==> src/naive_bayes_count_classify_core_defines.svh <==
`ifndef NAIVE_BAYES_COUNT_CLASSIFY_CORE_DEFINES_SVH
`define NAIVE_BAYES_COUNT_CLASSIFY_CORE_DEFINES_SVH

// Invariant check, clocked on clk, off during reset.
`define NBC_CHECK(lbl, expr, msg) \
	lbl: assert property (@(posedge clk) disable iff (!arst_n) (expr)) else $error(msg);

// Implication check, same clocking.
`define NBC_IMPLY(lbl, ante, cons, msg) \
	lbl: assert property (@(posedge clk) disable iff (!arst_n) (ante) |-> (cons)) else $error(msg);

`endif

==> src/nbc_pkg.sv <==
`timescale 1ns / 1ps

package nbc_pkg;

	localparam int MAX_CLASSES_D    = 8;
	localparam int MAX_ATTRIBUTES_D = 64;
	localparam int MAX_VALUES_D     = 16;
	localparam int COUNT_BITS_D     = 24;

	// register map
	localparam logic [1:0] REG_ESS     = 2'd0;
	localparam logic [1:0] REG_VALUES  = 2'd1;
	localparam logic [1:0] REG_CLASSES = 2'd2;
	localparam logic [1:0] REG_ATTRS   = 2'd3;

	localparam logic [7:0] ESS_RST     = 8'd3;
	localparam logic [4:0] VALUES_RST  = 5'd10;
	localparam logic [3:0] CLASSES_RST = 4'd2;
	localparam logic [6:0] ATTRS_RST   = 7'd4;

	localparam logic [31:0] LN2_Q32 = 32'd2977044472;

	localparam logic signed [31:0] SCORE_MIN = 32'sh8000_0000;
	localparam logic signed [31:0] SCORE_MAX = 32'sh7FFF_FFFF;

	typedef enum logic [2:0] {
		LN_IDLE,
		LN_NORM,
		LN_SQR,
		LN_MUL,
		LN_DONE
	} ln_state_t;

	typedef enum logic [3:0] {
		S_CLEAR,
		S_IDLE,
		S_TR_RD,
		S_TR_WR,
		S_CL_RD,
		S_CL_NUM,
		S_CL_DEN,
		S_CL_L1,
		S_CL_W1,
		S_CL_L2,
		S_CL_W2,
		S_END,
		S_FIN_RD,
		S_FIN_L,
		S_FIN_W,
		S_OUT
	} seq_state_t;

	// clamp a wide sum to 32 bits
	function automatic logic signed [31:0] sat32(input logic signed [33:0] s);
		logic signed [31:0] r;
		if (s > 34'(SCORE_MAX))
			r = SCORE_MAX;
		else if (s < 34'(SCORE_MIN))
			r = SCORE_MIN;
		else
			r = s[31:0];
		return r;
	endfunction

	// score add: the minimum absorbs everything
	function automatic logic signed [31:0] sat_add(input logic signed [31:0] a,
			input logic signed [33:0] b);
		logic signed [31:0] r;
		if (a == SCORE_MIN)
			r = SCORE_MIN;
		else
			r = sat32(34'(a) + b);
		return r;
	endfunction

endpackage

==> src/nbc_ln.sv <==
`timescale 1ns / 1ps

// Natural log in Q16 of an unsigned integer >= 1.
module nbc_ln #(
	parameter int XW = 30
) (
	input  logic          clk,
	input  logic          arst_n,
	input  logic          start,
	input  logic [XW-1:0] x,
	output logic          busy,
	output logic          done,
	output logic [31:0]   result
);
	import nbc_pkg::*;

	localparam int EW = $clog2(XW);
	localparam int LW = EW + 16;
	localparam int PW = LW + 32;

	ln_state_t state_q, state_d;

	logic [XW-1:0]    x_q;
	logic [EW-1:0]    e_q;
	logic [30:0]      y_q;
	logic [15:0]      frac_q;
	logic [3:0]       it_q;
	logic [PW-1:0]    prod_q;
	logic [XW+30:0]   ext;
	logic [61:0]      sq;
	logic [PW:0]      rnd;

	assign ext = {x_q, 31'b0};
	assign sq  = y_q * y_q;
	assign rnd = {1'b0, prod_q} + (PW+1)'(64'h8000_0000);
	assign result = 32'(rnd >> 32);

	always_comb begin
		state_d = state_q;
		case (state_q)
			LN_IDLE: if (start) state_d = LN_NORM;
			LN_NORM: if (x_q[XW-1]) state_d = LN_SQR;
			LN_SQR:  if (it_q == 4'd15) state_d = LN_MUL;
			LN_MUL:  state_d = LN_DONE;
			LN_DONE: state_d = LN_IDLE;
			default: state_d = LN_IDLE;
		endcase
	end

	always_comb begin
		busy = 1'b1;
		done = 1'b0;
		case (state_q)
			LN_IDLE: busy = 1'b0;
			LN_DONE: done = 1'b1;
			default: busy = 1'b1;
		endcase
	end

	always_ff @(posedge clk or negedge arst_n) begin
		if (!arst_n)
			state_q <= LN_IDLE;
		else
			state_q <= state_d;
	end

	always_ff @(posedge clk) begin
		case (state_q)
			LN_IDLE: begin
				x_q <= x;
				e_q <= EW'(XW - 1);
			end
			LN_NORM: begin
				if (x_q[XW-1]) begin
					// Q1.30 mantissa from the top bits
					y_q    <= ext[XW+30:XW];
					frac_q <= '0;
					it_q   <= '0;
				end else begin
					x_q <= x_q << 1;
					e_q <= e_q - EW'(1);
				end
			end
			LN_SQR: begin
				it_q <= it_q + 4'd1;
				if (sq[61]) begin
					y_q    <= sq[61:31];
					frac_q <= {frac_q[14:0], 1'b1};
				end else begin
					y_q    <= sq[60:30];
					frac_q <= {frac_q[14:0], 1'b0};
				end
			end
			LN_MUL: prod_q <= PW'({e_q, frac_q}) * PW'(LN2_Q32);
			default: ;
		endcase
	end

endmodule

==> config.mk <==
export PLATFORM = sky130hd
export DESIGN_NAME = nbc_ln
export DESIGN_NICKNAME = d
export VERILOG_FILES = /design/src/naive_bayes_count_classify_core_defines.svh /design/src/nbc_pkg.sv /design/src/nbc_ln.sv
export SDC_FILE = /design/constraint.sdc
export NUM_CORES = 2
export LEC_CHECK = 0
export BUFFER_PORTS_ARGS = -buffer_cell sky130_fd_sc_hd__buf_4
export CAP_MARGIN = 5
export CORE_UTILIZATION = 40
export CTS_BUF_LIST = sky130_fd_sc_hd__clkbuf_4 sky130_fd_sc_hd__clkbuf_8
export DETAILED_ROUTE_END_ITERATION = 8
export PLACE_DENSITY = 0.56
export SLEW_MARGIN = 0
export SYNTH_ARGS = -nofsm -noshare
export SYNTH_HDL_FRONTEND = slang
export SYNTH_SLANG_ARGS = --single-unit
==> constraint.sdc <==
create_clock -name clk -period 16.34 [get_ports clk]
set_input_delay 3.268 -clock clk [delete_from_list [all_inputs] [get_ports clk]]
set_output_delay 3.268 -clock clk [all_outputs]
set_load 0.1 [all_outputs]
Word-level counts from Yosys, hierarchy flattened
Index checks and enable logic that the tools add are counted.
{ "op_classes": {"add_sub_neg": 3, "n_mul": 2, "n_eq_ne": 9, "n_mux": 18, "reduce_logical": 6} }
{ "op_table": {"columns": ["op", "n"], "rows": [
  ["$mul 31x31->62", 1],
  ["$mux 31", 2],
  ["$pmux 31 s2", 1],
  ["$pmux 30 s2", 1],
  ["$add 53x32->54 const B", 1],
  ["$mul 21x29->50 const B", 1],
  ["$pmux 16 s2", 1],
  ["$mux 30", 1],
  ["$mux 16", 1],
  ["$pmux 3 s4", 1],
  ["$pmux 5 s2", 1],
  ["$mux 3", 3],
  ["$ne 2x2->1 const B", 4],
  ["$pmux 4 s2", 1],
  ["$eq 3x2->1 const B", 2],
  ["$mux 5", 1],
  ["$sub 5x1->5 const B", 1],
  ["$add 4x1->4 const B", 1],
  ["$eq 4x4->1 const B", 1],
  ["$mux 4", 1],
  ["$reduce_and 2->1", 2],
  ["$reduce_bool 2->1", 2],
  ["$eq 3x1->1 const B", 1],
  ["$eq 3x3->1 const B", 1],
  ["3 further kinds", 5]
]} }
{ "word_totals": {"ff_bits": 139, "inputBits": 33, "out_inout_bits": 34, "wordCells": 46} }

Longest topological paths before layout
{ "logic_depth": {"depth_word": 3, "depth_mapped": 32, "depth_no_buf": 28} }

Worst setup path after synthesis
OpenSTA, ideal clock, no wires.
{ "synth_path": {"kind": "reg2reg", "startpoint": "reg y_q[4]", "endpoint": "reg y_q[25], data pin", "setup_ns": 0.150, "arrival_time_ns": 7.835, "required_time_ns": 16.190, "slack_ns": 8.355, "stages_incl_launch_ff": 30, "path_buffers": 4, "synth_period_minus_slack_ns": 7.985, "cell_sequence": "edfxtp_1 clkbuf_1 clkbuf_1 nand2_1 fa_1 inv_1 fa_1 fa_1 inv_1 fa_1 inv_1 fa_1 fa_1 fa_1 inv_1 fa_1 inv_1 ha_1 buf_2 a21oi_1 o21ai_1 a31oi_1 o221ai_1 a311oi_2 a2111oi_4 o21a_1 o211a_1 buf_6 or4_4 o211ai_2"} }
{ "synth_between": {"elab_chain_cells": 3} }
{ "synth_rtl": {"columns": ["element", "line", "text"], "rows": [
  ["start: declaration", "nbc_ln.sv:25", "logic [30:0] y_q;"],
  ["start signal: assignment", "nbc_ln.sv:76", "y_q <= ext[XW+30:XW];"],
  ["start signal: assignment", "nbc_ln.sv:87", "y_q <= sq[61:31];"],
  ["start signal: assignment", "nbc_ln.sv:90", "y_q <= sq[60:30];"],
  ["$mul 31x31->62", "nbc_ln.sv:34", "assign sq = y_q * y_q;"],
  ["$mux 31", "nbc_ln.sv:86", "if (sq[61]) begin"],
  ["$pmux 31 s2", "nbc_ln.sv:68", "case (state_q)"]
]} }
Every way passes these cells.
A chain may end at the register's enable or synchronous reset.

Worst setup path after layout
{ "layout_path": {"startpoint": "reg y_q[8]", "endpoint": "reg y_q[26], data pin"} }
The elaborated chain is that of the path after synthesis.

==> results.md <==
* Flops & latches, synth at ~110
* Cell Chain, Critical Path: buf_4 > inv_1 > nor2_1 > fa_1 > fa_1 > inv_1 > fa_1 > fa_1 > fa_1 > inv_1 > fa_1 > fa_1 > fa_1 > ha_1 > nand2_1 > nor3_2 > a31oi_1 > a31oi_1 > nand4_2 > a2111oi_4 > o21a_1 > o211a_1 > nand2_1 > o221ai_1
* Syn Inst Count at between 4,000 and 5,000
* Post-synth ARST share at 2.703%
* Register area share after synthesis at approximately 8%
* Clock slew at reported path FFs at roughly 120 ps
* Yosys cell types at 75
* Worst Setup Path Type: reg -> reg
* Fin nets at about 5,700
* Share of cells above drive strength 1 at about 3.3%
* Post-CTS setup buffer count at 0
* H-tree levels at 3
* Fin. max-slew vios at 0
* RSZ-0062 raised after global routing: no
* CTS Hold Bufs at 0
* Setup TNS at 0 ps
* Slew HR at ~24%
* Final GP Congestion at 0.9125
* Max incr delay on CP at 720 ps
* Drt first pass iters at 5
* Area grow syn2layout at 5.016%
* Vias per inst at roughly 4.9
* Critical Path Start Type: flip-flop
* Final setup viols at 0
* Fillers at 10,070
* Prevailing post-synth register cell: edfxtp_1
* HP Class: reg -> reg
* Synthesis Warnings at 0
* Initial antenna violation count at 0
* Final worst-path cycle share at ~58%
* Die footprint at between 100,000 and 150,000 µm²
* Count leader, synth: inv_1
* CTS resizes at 0
* Min Tclk post-route at about 9500 ps
* First-pass GRT wire length at 171.4 mm
* TritonCTS Buffers at 9
* Tightest Pin Transition at about 1100 ps
* CP max stage cell: o211a_1
* Crit path DAT at around 9800 ps
* Total congestion overflow at 0
* Mean routed wirelength per cell at ~19 µm
* Die height at roughly 320 µm
* CTS root buf: clkbuf_8
* Post-synth EDFFs at between 100 and 150
* Status: finished clean
* DRC viols at 0
* ANT cells at 0
* # port buffers at 56
* Post-Route WL at 104.3 mm
* Total core area at a little over 100,000 µm²
* Synth area leader: fa_1
* Max Freq at roughly 0.11 GHz
* Antenna-violating nets left at 0
* Setup Skew at between 15 and 20 ps
* Synth top area cells: fa_1 46%, ha_1 15%, inv_1 11%
* Initial Utilization at approximately two fifths
* Worst Path Required at around 17,000 ps
* CTS Buffer Depth at 2
* Endpoints failing hold at 0
* Max-cap viol count at 0
* Largest net degree at the start of global routing at slightly above 60
* Top cells by count, synth: 1,249 x inv_1, 957 x fa_1, 510 x ha_1
* Worst path most repeated cell: fa_1
* Max FO, Critical Path at 27
* Number of global-route vias before repair at about 31,000
* Top Ports at 67
* Drt initial violations at roughly 1,400
* Site Rows at between 100 and 150
* Critical Path End Type: flip-flop
* DPL Wire Length at 85.08 mm
* Area share of the largest cell type after synthesis at between 40% and 50%
* CTS tree: yes
* Post-synthesis cell area at between 40,000 and 50,000 µm²
* Tot GR Track Use at a little over a fifth
* Syn avg cell area at a little under 10 µm²
* Clk_lat worst skew at slightly above 400 ps
* Clock sinks at 111
* Die Wd at 324.0 µm
* Vias at around 28,000
[cell type report]
cell class                 instances  area, µm²  share of cell area, %
tap                             1368       1712                  3.931
sequential                       111       3318                  7.621
timing repair buffer              91      683.2                  1.569
inverter                        1249       4688                  10.77
multi-input combinational       2784      32920                  75.61
clock inverter                     4      78.83                 0.1810
clock buffer                      11      138.9                 0.3190
[worst paths after layout]
check,from,endpoint,slack [ps],depth (start not counted)
worst max-delay path,y_q[8]$_DFFE_PP_,y_q[26]$_DFFE_PP_,6830,24
worst min-delay path,x_q[11]$_DFFE_PP_,y_q[12]$_DFFE_PP_,610,1
worst max register to register,y_q[8]$_DFFE_PP_,y_q[26]$_DFFE_PP_,6830,24
worst min register to register,x_q[11]$_DFFE_PP_,y_q[12]$_DFFE_PP_,610,1
max in group asynchronous,arst_n,state_q[1]$_DFFE_PN0P_,13610,1
min in group asynchronous,arst_n,state_q[2]$_DFFE_PN0P_,2630,1
[registers in the layout, summed over array words and instances (netlist names)]
signal,flops
it_q,4
frac_q,16
e_q,5
y_q,31
prod_q,22
x_q,30
state_q,3
[per-layer routing]
| layer | track usage (%) | part of all wire, % | vias to the layer above |
|---|---|---|---|
| li1 | - | - | 12730 |
| met1 | 29.99 | 45 | 14210 |
| met2 | 35.82 | 49 | 604 |
| met3 | 1.829 | 4.4 | 94 |
| met4 | 3.983 | 1.8 | 0 |
| met5 | 0 | 0 | - |
[cell families (layout without fill, tap and decap cells)]
kind of cell	Yosys count	after routing	synth area share, %
buf+inv	1391	1355	12.75
xor+xnor	98	98	2.070
other cells	1	10	0.009045
fa+ha+maj	1467	1467	61.60
flops	111	111	8.003
mux	6	6	0.1509
compound gates	326	326	5.317
simple gates	877	877	10.10
[cell usage in the layout, fill, tap and decap left out, types with 9 or more instances in the layout]
cell	n
inv_1	1249
fa_1	957
ha_1	510
nand2_1	404
and2_1	200
edfxtp_1	108
nor2_1	105
buf_4	91
a21oi_1	80
o21ai_0	68
xnor2_1	62
a21o_1	53
nand3_1	49
xor2_1	36
nor3_1	20
nand4_1	18
o211ai_1	17
and3_1	14
nor2b_1	13
a31oi_1	11
a221o_1	11
conb_1	10
and4_1	9
o21bai_1	9
clkbuf_8	9
[stage by stage]
step                      instance area, µm²  setup WS [ps]  utilization (%)  hold WS (ps)  instances
after floorplan                        41490           8355                -         509.0       4286
after global placement                 43320           7073            42.34         586.2       5603
after detailed placement               43320           6959            42.34         593.2       5603
after CTS                              43540           6906            42.55         619.2       5618
after global routing                   43540           6264            42.55         635.2       5618
final                                  43540           6826            42.55         614.8       5618
[worst max-delay path: cells and delay by family, from the launching register on]
kind | cells | cell delay (ps)
DFF | 1 | 340
buffers and inverters | 4 | 870
and+or+nand+nor | 5 | 1200
AOI/OAI and AO/OA | 6 | 2560
adders and majority gates | 9 | 4370
Power is not shown: default switching activity piles up to over one toggle a cycle in this logic, so the estimate is an artifact.
